<file path="config.mk">
export PLATFORM = sky130hd
export DESIGN_NAME = cau_queue
export DESIGN_NICKNAME = d
export VERILOG_FILES = /design/src/rtl/cau_queue.sv
export SDC_FILE = /design/constraint.sdc
export NUM_CORES = 1
export LEC_CHECK = 0
export BUFFER_PORTS_ARGS = -buffer_cell sky130_fd_sc_hd__buf_4
export CAP_MARGIN = 20
export CORE_UTILIZATION = 54
export DETAILED_ROUTE_END_ITERATION = 16
export PLACE_DENSITY = 0.81
export RECOVER_POWER = 100
export SLEW_MARGIN = 40
export SYNTH_ARGS = -nofsm -noshare
export SYNTH_HDL_FRONTEND = slang
export SYNTH_SLANG_ARGS = --single-unit
export TNS_END_PERCENT = 30
</file>
<file path="constraint.sdc">
create_clock -name i_clk -period 2.34 [get_ports i_clk]
set_input_delay 0.468 -clock i_clk [delete_from_list [all_inputs] [get_ports i_clk]]
set_output_delay 0.468 -clock i_clk [all_outputs]
set_load 0.01 [all_outputs]
</file>
<file path="src/rtl/cau_queue.sv">
`timescale 1ns / 1ps

module cau_queue #(
    parameter int WIDTH = 8,
    parameter int DEPTH = 4
) (
    input  logic             i_clk,
    input  logic             i_rst_n,
    input  logic             i_wr,
    input  logic [WIDTH-1:0] i_data,
    output logic             o_full,
    input  logic             i_rd,
    output logic             o_valid,
    output logic [WIDTH-1:0] o_data
);

    localparam int AW = $clog2(DEPTH);

    logic [WIDTH-1:0] r_mem [0:DEPTH-1];
    logic [AW-1:0]    r_wp, n_wp;
    logic [AW-1:0]    r_rp, n_rp;
    logic [AW:0]      r_cnt, n_cnt;
    logic             wr_ok;
    logic             rd_ok;

    // flags
    assign o_full  = (r_cnt == (AW+1)'(DEPTH));
    assign o_valid = (r_cnt != '0);
    assign o_data  = r_mem[r_rp];
    assign wr_ok   = i_wr && !o_full;
    assign rd_ok   = i_rd && o_valid;

    // pointer update
    always_comb begin
        n_wp  = wr_ok ? r_wp + 1'b1 : r_wp;
        n_rp  = rd_ok ? r_rp + 1'b1 : r_rp;
        n_cnt = r_cnt;
        if (wr_ok && !rd_ok) begin
            n_cnt = r_cnt + 1'b1;
        end else if (rd_ok && !wr_ok) begin
            n_cnt = r_cnt - 1'b1;
        end
    end

    always_ff @(posedge i_clk) begin
        if (!i_rst_n) begin
            r_wp  <= '0;
            r_rp  <= '0;
            r_cnt <= '0;
        end else begin
            r_wp  <= n_wp;
            r_rp  <= n_rp;
            r_cnt <= n_cnt;
        end
    end

    // storage
    always_ff @(posedge i_clk) begin
        if (wr_ok) begin
            r_mem[r_wp] <= i_data;
        end
    end

endmodule

</file>
# == Yosys cells after proc, flatten, opt, wreduce, memory -nomap -nowiden ==
# Memories as Yosys holds them, arrays and structs flattened. A register that Yosys moved wholly into a read port is not among the register bits.
# Cells that the tools add are included.
# op_classes
add_sub_neg,4
n_mul,0
n_div,0
magnitude_cmp,0
eq_ne,1
shifts,0
n_mux,6
bitwise_logic,0
reduce_logical,9
# ops
op,count
$mux 3,2
$add 2x1->2 const B,2
$logic_and 1x1->1,4
$mux 2,2
$add 3x1->3 const B,1
$eq 3x3->1 const B,1
$logic_not 1->1,3
$reduce_bool 3->1,1
$sub 3x1->3 const B,1
$mux 1,2
$reduce_bool 2->1,1
# word_totals
regBits,7
latchBits,0
ramBits,32
mem_bits_ro,0
inputBits,12
output_inout_bits,10
wordCells,24
memories,1
# memory_table
name,words,width,read_ports,rd_ports_with_merged_regs,write_ports,line_no,source
r_mem,4,8,1,1,1,19,logic [WIDTH-1:0] r_mem [0:DEPTH-1];

# == Depth between registers and ports, before layout ==
# depth
depth_word,7
mapped_depth,9
ltp_nobuf,8

# == Worst setup path after synthesis ==
# Ideal clock, no wire load.
# synth_timing
kind,register to register
from,register r_cnt[0]
to,register r_cnt[2]
setup_ps,70
t_arrival_ps,1977
t_required_ps,2270
path_slack_ps,293
stages_incl_launch_ff,10
n_path_buf,1
period_less_slack_ps,2047
path_cell_list,dfxtp_1 > nor3b_2 > nor2b_1 > buf_6 > ha_1 > inv_1 > fa_1 > xor2_1 > or3_1 > a21boi_1
# synth_via
elab_chain_len,6
word_cells_on_any_way,14
classes_between,add/sub (2); eq/ne (1); mux (2); reduce/logical (9)
# synth_lines
element,line_no,source
"start, declared",22,"logic [AW:0] r_cnt, n_cnt;"
"start signal, assigned",53,r_cnt <= n_cnt;
$eq 3x3->1 (*),27,assign o_full = (r_cnt == (AW+1)'(DEPTH));
net o_full,11,"output logic o_full,"
$logic_not 1->1 (*),30,assign wr_ok = i_wr && !o_full;
$logic_and 1x1->1 (*),30,
net wr_ok,23,logic wr_ok;
$logic_not 1->1,40,end else if (rd_ok && !wr_ok) begin
$logic_and 1x1->1,40,
$reduce_bool 2->1 (no line),--,
# Mark *: on every way through the listed nets, which the timed path passes. The rest lies on a longest branch. The select of a mux whose other input is x is not followed.
# A chain may end at the register's enable or synchronous reset.

==> flow_metrics.tcl <==
set metrics [dict create \
    status "finished, violations left" \
    violations "DRC" \
    clock.fmax_mhz 469.0 \
    finalCritPeriodShare_pct 91.12 \
    gr-total-overflow 0 \
    p_leak_uw 0.0006115 \
    synth_largest_area_cell "edfxtp_1" \
    nets 134 \
    syn_area_um2 1642 \
    num_antenna_cells 0 \
    fin_skew_ns 0.008442 \
    syn_inst 90 \
    path_clk_slew_ns 0.11 \
    pre_cts_slack_ns 0.2269 \
    syn_area_per_cell_um2 18.24 \
    die_area_um2 3264 \
    powerDensity_nw_per_um2 991.2 \
    postCtsHoldBufs 0 \
    vdd_drop_max_v 0.0005896 \
    clkSinkCount 41 \
    cp-end-kind "output pin" \
    drtAntennaViolNets 0 \
    hold-worst-slack_ns 0.3916 \
    antenna_found_initial 0 \
    first_iter_violations 18 \
    final_hold_viol_count 0 \
    dpl.cell_count 140 \
    crit_path_max_incr_delay_ns 0.50 \
    async_reset_ff_share_pct 0 \
    ys_ff_latch 41 \
    floorplan.initialDensity_pct 58.03 \
    fin_ws_ns 0.2079 \
    maxSlewViolCount 0 \
    drc 2 \
    crit_arrival_ns 1.66 \
    die_h_um 57.14 \
    required_ns 1.87 \
    ys_warn_count 0 \
    placed_cell_area_um2 1829 \
    grt_pass1_vias 843 \
    slew_headroom_pct 57.79 \
    ctsLongestPathBuffers 2 \
    vias_per_cell 5.439 \
    cts_setup_buffers 0 \
    cts_htree_levels 2 \
    finalWeightedCongestion 0.7620 \
    yosys-top-cells-area "edfxtp_1, dfxtp_1, mux4_2, ha_1, and2_1" \
    fin_crit_ns 2.132 \
    hpwlAfterDp_um 1695 \
    rsz0062_at_grt "false" \
    synth_edf_count 32 \
    syn_nets 108 \
    fin_cells 148 \
    core_um2 2829 \
    numPortBuffers 21 \
    grt_pass1_wl_um 3926 \
    crit_path_top_delay_cell "mux4_2" \
    die_w_um 57.14 \
    first_pass_iters 10 \
    cap_violations 0 \
    grt_max_degree 13 \
    wl_per_cell_um 15.34 \
    post_synth_num_cell_types 23 \
    yosysTopAreaCellShare_pct 58.54 \
    setup_viol 0 \
    io_pins 22 \
    hp-class "in2reg" \
    cts-root-buf "clkbuf_4" \
    dr_total_vias 805 \
    final_area_um2 1808 \
    cts_resized 0 \
    ys.flop_type "edfxtp_1" \
    ff2ff_setup_slack_ns 0.25 \
    path_class "reg2out" \
    fin_setup_tns_ns 0 \
    ys_seq_area_share_pct 69.51 \
    areaGrowthSynthToFinish_pct 10.14 \
    drive_gt1_share_pct 18.80 \
    worst_slew_pin_slew_ns 0.6327 \
    cp_max_fo 5 \
    cts_buffers 5 \
    drt_wl_total_um 2271 \
    crit_path_start_kind "flip-flop" \
    crit_chain "buf_4 > mux4_2 > buf_4" \
    crit_path_frequent_cell "buf_4" \
    rows 19 \
    cts_tree "built" \
    clk_latency_ns 0.33 \
    yosysMostFrequentCell "edfxtp_1" \
    grtUsageTotal_pct 16.63 \
    synth_top_cells_by_count "edfxtp_1, dfxtp_1, and2_1, mux4_2, ha_1" \
]
## cell type report
| type | count | area, µm² |
|---|---|---|
| fillers | 206 | 1021 |
| clock buffers | 6 | 41.29 |
| multi-input cells | 42 | 460.4 |
| repair buffers | 23 | 105.1 |
| well taps | 31 | 38.79 |
| flip-flops and latches | 41 | 1141 |
| clock inverters | 2 | 10.01 |
| inverters | 3 | 11.26 |
## metrics by stage
stage          total power (µW)  utilization (%)
6_report                   1792            63.91
2_1_floorplan              1360                -
4_1_cts                    1890            66.48
5_1_grt                    1904            63.91
3_3_place_gp               1557            64.66
3_5_place_dp               1574            64.66
## final timing paths
check | start | end | cells after the start
max | flip-flop | o_data[7] | 3
min | i_data[2] | r_mem[1][2] | 1
max reg2reg | r_cnt[0] | r_cnt[2] | 8
min reg2reg | r_wp[0] | r_wp[0] | 2
## kinds of logic after synthesis
logic type      after synthesis  share of synthesized area, %
xor+xnor                      4                         2.135
compound gates                4                         2.058
simple gates                 17                         6.326
fa+ha+maj                     6                         5.031
mux                          11                         12.80
flops                        41                         69.51
buf+inv                       7                         2.133
## power by group
part / switching [µW] / total, µW / internal, µW / leakage (µW)
sequential: 80.9 / 976 / 895 / 0.000367
clock: 201 / 316 / 115 / 0.0000320
combinational: 236 / 500 / 264 / 0.000212
total: 518 / 1790 / 1270 / 0.000611
## critical path, delay by kind of cell (launching register included)
kind | cells | cell delay, ns
flops | 1 | 0.47
buf+inv | 2 | 0.37
mux | 1 | 0.50
## metal layers
layer,global-route usage [%],share of wire (%),up-vias
met1,21.14,44,397
li1,-,-,391
met5,0,0,-
met2,26.89,51,15
met3,6.803,4.2,2
met4,4.181,0.40,0
## placed cells by master (no fill, tap or decap)
cell and count:
nand2_1 4, inv_1 3, nor3b_1 1, o31ai_2 1, and2_0 7, or3_2 1
mux4_2 8, clkinv_2 2, xor2_1 1, or3_1 1, nor2b_1 2, a21boi_1 1
and2_1 1, buf_4 5, ha_1 5, edfxtp_1 32, o311ai_0 1, fa_1 1
clkbuf_1 19, clkbuf_4 5, mux2i_1 3, dfxtp_1 9, o21ai_0 1, xnor2_1 3
## sequential cells by signal (all words and copies together) (netlist names), named ones only
register / flops
r_wp: 2
r_cnt: 3
r_mem: 32
r_rp: 2
Note: power is estimated with default switching activity, not from simulation.
