[config.mk]
export PLATFORM = sky130hd
export DESIGN_NAME = cau_front
export DESIGN_NICKNAME = d
export VERILOG_FILES = /design/src/rtl/cau_pkg.sv /design/src/rtl/cau_front.sv
export SDC_FILE = /design/constraint.sdc
export NUM_CORES = 1
export LEC_CHECK = 0
export BUFFER_PORTS_ARGS = -buffer_cell sky130_fd_sc_hd__buf_2
export CAP_MARGIN = 20
export CORE_AREA = 2 2 191 193
export DETAILED_ROUTE_END_ITERATION = 6
export DIE_AREA = 0 0 193 195
export PLACE_DENSITY = 0.35
export SYNTH_ARGS = -nofsm -noshare
export SYNTH_HDL_FRONTEND = slang
export SYNTH_SLANG_ARGS = --single-unit
[constraint.sdc]
create_clock -name vclk -period 3.26
set_input_delay 0.163 -clock vclk [all_inputs]
set_output_delay 0.163 -clock vclk [all_outputs]
set_load 0.03 [all_outputs]
[src/rtl/cau_pkg.sv]
`timescale 1ns / 1ps

package cau_pkg;

    // operation codes
    localparam logic [3:0] ACT_ADD  = 4'd0;
    localparam logic [3:0] ACT_SUB  = 4'd1;
    localparam logic [3:0] ACT_MUL  = 4'd2;
    localparam logic [3:0] ACT_DIV  = 4'd3;
    localparam logic [3:0] ACT_CONJ = 4'd4;
    localparam logic [3:0] ACT_SMUL = 4'd5;
    localparam logic [3:0] ACT_SDIV = 4'd6;
    localparam logic [3:0] ACT_SADD = 4'd7;
    localparam logic [3:0] ACT_MOD  = 4'd8;

    // status codes
    localparam logic [1:0] ST_OK  = 2'd0;
    localparam logic [1:0] ST_DZ  = 2'd1;
    localparam logic [1:0] ST_SAT = 2'd2;

    // operand slots of one request
    localparam int NUM_OPND = 5;
    localparam int OPND_AR  = 0;
    localparam int OPND_AI  = 1;
    localparam int OPND_BR  = 2;
    localparam int OPND_BI  = 3;
    localparam int OPND_S   = 4;

    // depth of the queue between front and back, a power of two
    localparam int QUEUE_DEPTH = 4;

    // classification that travels with each request
    typedef struct packed {
        logic [3:0] action;
        logic       dz;
    } t_ctl;

endpackage

[src/rtl/cau_front.sv]
`timescale 1ns / 1ps

module cau_front import cau_pkg::*; #(
    parameter int W = 32
) (
    input  logic [3:0]                   i_action,
    input  logic [W-1:0]                 i_a_re,
    input  logic [W-1:0]                 i_a_im,
    input  logic [W-1:0]                 i_b_re,
    input  logic [W-1:0]                 i_b_im,
    input  logic [W-1:0]                 i_scalar,
    output t_ctl                         o_ctl,
    output logic [NUM_OPND-1:0][W-1:0]   o_raw,
    output logic [NUM_OPND-1:0][W-1:0]   o_mag
);

    // operand slots
    always_comb begin
        o_raw[OPND_AR] = i_a_re;
        o_raw[OPND_AI] = i_a_im;
        o_raw[OPND_BR] = i_b_re;
        o_raw[OPND_BI] = i_b_im;
        o_raw[OPND_S]  = i_scalar;
    end

    // sign and magnitude form, the most negative value fits as unsigned
    always_comb begin
        for (int k = 0; k < NUM_OPND; k++) begin
            o_mag[k] = o_raw[k][W-1] ? (~o_raw[k] + 1'b1) : o_raw[k];
        end
    end

    // zero divisor detection
    always_comb begin
        o_ctl.action = i_action;
        o_ctl.dz     = ((i_action == ACT_DIV) && (i_b_re == '0) && (i_b_im == '0))
                    || ((i_action == ACT_SDIV) && (i_scalar == '0));
    end

endmodule

Yosys cells after proc, flatten, opt, wreduce, memory -nomap -nowiden
Cells that the tools add are included.
{ "word_totals": {"regBits": 0, "in_bits": 164, "output_inout_bits": 325, "wordCells": 24} }
{ "op_classes": {"addsub": 5, "eq_ne": 2, "n_mux": 5, "bitwise": 5, "n_reduce_logical": 7} }
{ "op_table": {"columns": ["operator", "count"], "rows": [
  ["$add A32 B1 Y32 const B", 5],
  ["$mux W32", 5],
  ["$not A32 Y32", 5],
  ["$logic_not A32 Y1", 3],
  ["$eq A4 B2 Y1 const B", 1],
  ["$eq A4 B3 Y1 const B", 1],
  ["$logic_and A1 B1 Y1", 3],
  ["$logic_or A1 B1 Y1", 1]
]} }

Longest topological paths before layout
{ "logic_depth": {"word_depth": 4, "mapped_depth": 7, "depth_no_buf": 7} }

Worst setup path after synthesis
OpenSTA, ideal clock, no wires.
{ "synth_path": {"path_kind": "input-to-output", "start": "input i_b_re[10]", "end": "output o_mag[95] (netlist bit)", "t_arrival_ns": 2.711, "required_time_ns": 3.097, "slack_ns": 0.386, "stages": 5, "n_path_buf": 1, "cell_sequence": "or4_4 > or3_4 > or4_4 > buf_6 > nor4_1"} }
{ "synth_rtl": {"columns": ["element", "line", "rtl"], "rows": [
  ["start, declared", "cau_front.sv:9", "input logic [W-1:0] i_b_re,"],
  ["end, declared", "cau_front.sv:14", "output logic [NUM_OPND-1:0][W-1:0] o_mag"]
]} }

==> impl_summary.md <==
Setup path
The maximum fanout along the worst path is 4. STA classifies the critical path endpoint as an output pin. The startpoint type of the worst setup path is an input port.

The worst setup path is of the input port to output pin kind. The endpoint arrival time on the critical path is between 2 and 3 ns. For the worst setup path, the data required time is approximately 3.1 ns.

Layout
0 antenna diodes ended up in the layout. The area growth from synthesis to layout is 37.3%. The finished cells cover 6270 um^2. Fill cells in the final layout number 4,191. The design has 0 sequential cells. In the final layout, the share of cells above drive strength 1 is 0.547. The share of the core filled with cells is 0.177. The layout has 0 clock buffers. The number of nets at the end of the flow is 1,112. The finished layout holds around 1,400 standard cells, fillers aside.

The area of combinational cells with multiple inputs is approximately 3200 um^2. The total area of sequential cells is 0 um^2.

Detailed routing
The top metal layer carrying routed signals is met4. The remaining antenna violation count after routing is 0. The detailed router put a total of roughly 9400 um of wire on met1.

The overall routed net length is 22,500 um. The DRC violation total after the first TritonRoute iteration is about 190. Detailed routing placed a total of approximately 1400 um of wire on met3. The number of vias per cell after detailed routing is 4.04. The DRC violations left is 0.

Wire segments on met2 add up to ~12,000 um in the final route. The vias after detailed routing is roughly 5,700. The length of the first detailed-routing pass in iterations is 4. After detailed routing, the average wire length per cell comes to between 15 and 20 um.

Placed design
Summed over all nets, the half-perimeter wirelength after detailed placement is slightly below 20,000 um. The instance area at placement is approximately 6300 um^2. Input and output buffers added on the ports amount to 489. The final estimated routing congestion in global placement is 0.827. Timing analysis after detailed placement gives a worst setup slack of around 0.45 ns.

The placed cell count is 1,402.

Global routing
The initial antenna violation count is 0. Across every metal layer, demand over resource in global routing totals 0.108. The pin count of the biggest net entering global routing is 35. The number of global-route vias before repair came to approximately 5,200. The first global-routing pass estimated 32,100 um of wire.

The overall overflow remaining after global route is 0.

STA
The final worst setup slack is approximately 0.46 ns. The clock period could shrink to between 2 and 3 ns. The final-report max-slew violation count was 0. The aggregate negative setup slack is 0 ns. The final clock period utilization by the worst path is 0.859. The number of endpoints failing setup at the final stage is 0. At the pin with the least slew margin, the transition time is roughly 0.75 ns. Based on the critical path, the design can be clocked at up to 357 MHz. Setup repair after global routing left no endpoint under its margin. The relative slew slack is 0.498.

The final hold violation count came to 0.

Yosys
The compound-gate portion of the synthesized area is 0.182. The Yosys step of the flow raised 0 warnings. The fraction of the yosys area taken by sequential cells is 0.

By area, the combinational part of the netlist is dominated by buffers and inverters. The synthesized-area fraction occupied by adder cells is 0.0137. The synthesized cell area is roughly 4600 um^2. Of the post-synthesis cell area, the part taken by muxes is 0.

Ranked by total cell area, the synthesized netlist is headed by sky130_fd_sc_hd__buf_4, sky130_fd_sc_hd__xnor2_1, sky130_fd_sc_hd__o31ai_1. The cell accounting for the most synthesized area is sky130_fd_sc_hd__buf_4. Synthesis handed over a netlist of about 640 instances. The share of Yosys cell area claimed by the top area cell type is 0.278.

The most frequently used cell type in the post-synthesis netlist is sky130_fd_sc_hd__buf_4. The share of the synthesized netlist area taken by xor and xnor gates is 0.278. In this run, distinct cell masters in the synthesized netlist total a little over 40. Each instance of the synthesized netlist takes up on average 7.18 um^2. Of the total synthesized cell area, the portion taken by AND, OR, NAND and NOR gates is 0.222. The number of nets in the synthesized netlist is a little over 800. The commonest cells after synthesis are sky130_fd_sc_hd__buf_4, sky130_fd_sc_hd__xnor2_1, sky130_fd_sc_hd__o31ai_1.

Power and ir drop
The switching fraction of total power is 0.710. Cell internal power was estimated by the tool at 437 uW. The share of total power dissipated in sequential elements is 0.

Of the total power, the clock network draws 0. The analysis attributes to net switching a power of 1070 uW. Of the total power, combinational logic draws 1.000.

In this run the static leakage power is 0.00279 uW. The largest voltage drop on the vdd net is about 0.000084 V. Power spread over the standard cell area amounts to between 200 and 250 nW/um^2.

Clock network
After clock tree synthesis, the flow added hold-fix buffers numbering 0. Gates resized during post-CTS repair numbered 0. Post-CTS timing repair inserted 0 buffers for setup.

Floorplan
The die is between 150 and 200 um tall. The placeable core area is around 35,000 um^2. approximately 490 I/O pins were placed.

The die covers about 38,000 um^2. The row count is around 70. The initial utilization of the core area, before any placement, comes to 0.129. In this run the horizontal extent of the chip is around 190 um.

Min path
Along the worst hold path, the cell count comes to 2. The sink of the worst hold path is o_raw[1]. The path class of the tightest hold or removal check is input port to output pin. The startpoint of the tightest hold check path is i_a_re[1].

Flow run
Across the run, the number of max-cap violations was 0.

Run status
The flow ran to the end, and the final reports show no timing, DRC or antenna violations.
[cells in the final DEF, fill, tap and decap left out, types with 5 or more instances in the layout]
master                     instances
sky130_fd_sc_hd__buf_2           489
sky130_fd_sc_hd__ha_1              5
sky130_fd_sc_hd__inv_1            12
sky130_fd_sc_hd__nand2_1          46
sky130_fd_sc_hd__nand2b_1         10
sky130_fd_sc_hd__nand3_1           7
sky130_fd_sc_hd__nor2_1            6
sky130_fd_sc_hd__nor3_1           15
sky130_fd_sc_hd__nor4_1           15
sky130_fd_sc_hd__o21ai_0          44
sky130_fd_sc_hd__o31ai_1          48
sky130_fd_sc_hd__o41ai_1          19
sky130_fd_sc_hd__or2_2             7
sky130_fd_sc_hd__or3_1            12
sky130_fd_sc_hd__or4_1            24
sky130_fd_sc_hd__xnor2_1         144
[worst max-delay path: stages]
cell and delay [ns]:
sky130_fd_sc_hd__buf_2 0.12, sky130_fd_sc_hd__inv_1 0.07, sky130_fd_sc_hd__ha_1 0.18, sky130_fd_sc_hd__or3b_2 0.49
sky130_fd_sc_hd__or4_1 0.45, sky130_fd_sc_hd__or4_1 0.46, sky130_fd_sc_hd__o41ai_1 0.34, sky130_fd_sc_hd__xnor2_1 0.16
sky130_fd_sc_hd__buf_2 0.21
[layout make-up]
| type | count | share of cell area |
|---|---|---|
| well taps | 461 | 0.0920 |
| inverters | 12 | 0.00719 |
| multi-input cells | 437 | 0.507 |
| repair buffers | 492 | 0.394 |
[power groups by stage]
stage	Clock, uW	Combinational (uW)	Sequential [uW]
final	0	1500	0
after global routing	0	1600	0
after CTS	0	1520	0
after detailed placement	0	1520	0
after global placement	0	1530	0
after floorplan	0	1080	0
[cell families after synthesis]
logic type,count (synthesis)
AND/OR/NAND/NOR,170
AO/OA/AOI/OAI,117
adder cells (fa/ha/maj),5
XOR/XNOR,145
buffers and inverters,199
[worst max-delay path by stage]
stage,slack (ns),start,depth (start not counted),end
floorplan,0.39,i_b_re[10],5,o_mag[95]
global route,0.27,i_a_im[1],9,o_mag[56]
detailed placement,0.45,i_scalar[15],8,o_ctl[0]
finish,0.46,i_b_im[1],9,o_mag[110]
global placement,0.49,i_scalar[0],7,o_mag[155]
CTS,0.44,i_scalar[0],7,o_mag[155]
[per-stage QoR]
step	hold slack, ns	power (uW)
final	0.604	1500
after global routing	0.615	1600
after CTS	0.605	1520
after detailed placement	0.604	1520
after global placement	0.608	1530
after floorplan	0.450	1080
[routing by layer]
metal,vias up,GRT usage
met5,-,0
met4,0,0.00421
met3,5,0.00791
met2,258,0.207
met1,2688,0.136
li1,2718,-
Power figures use the tool's default switching activity.
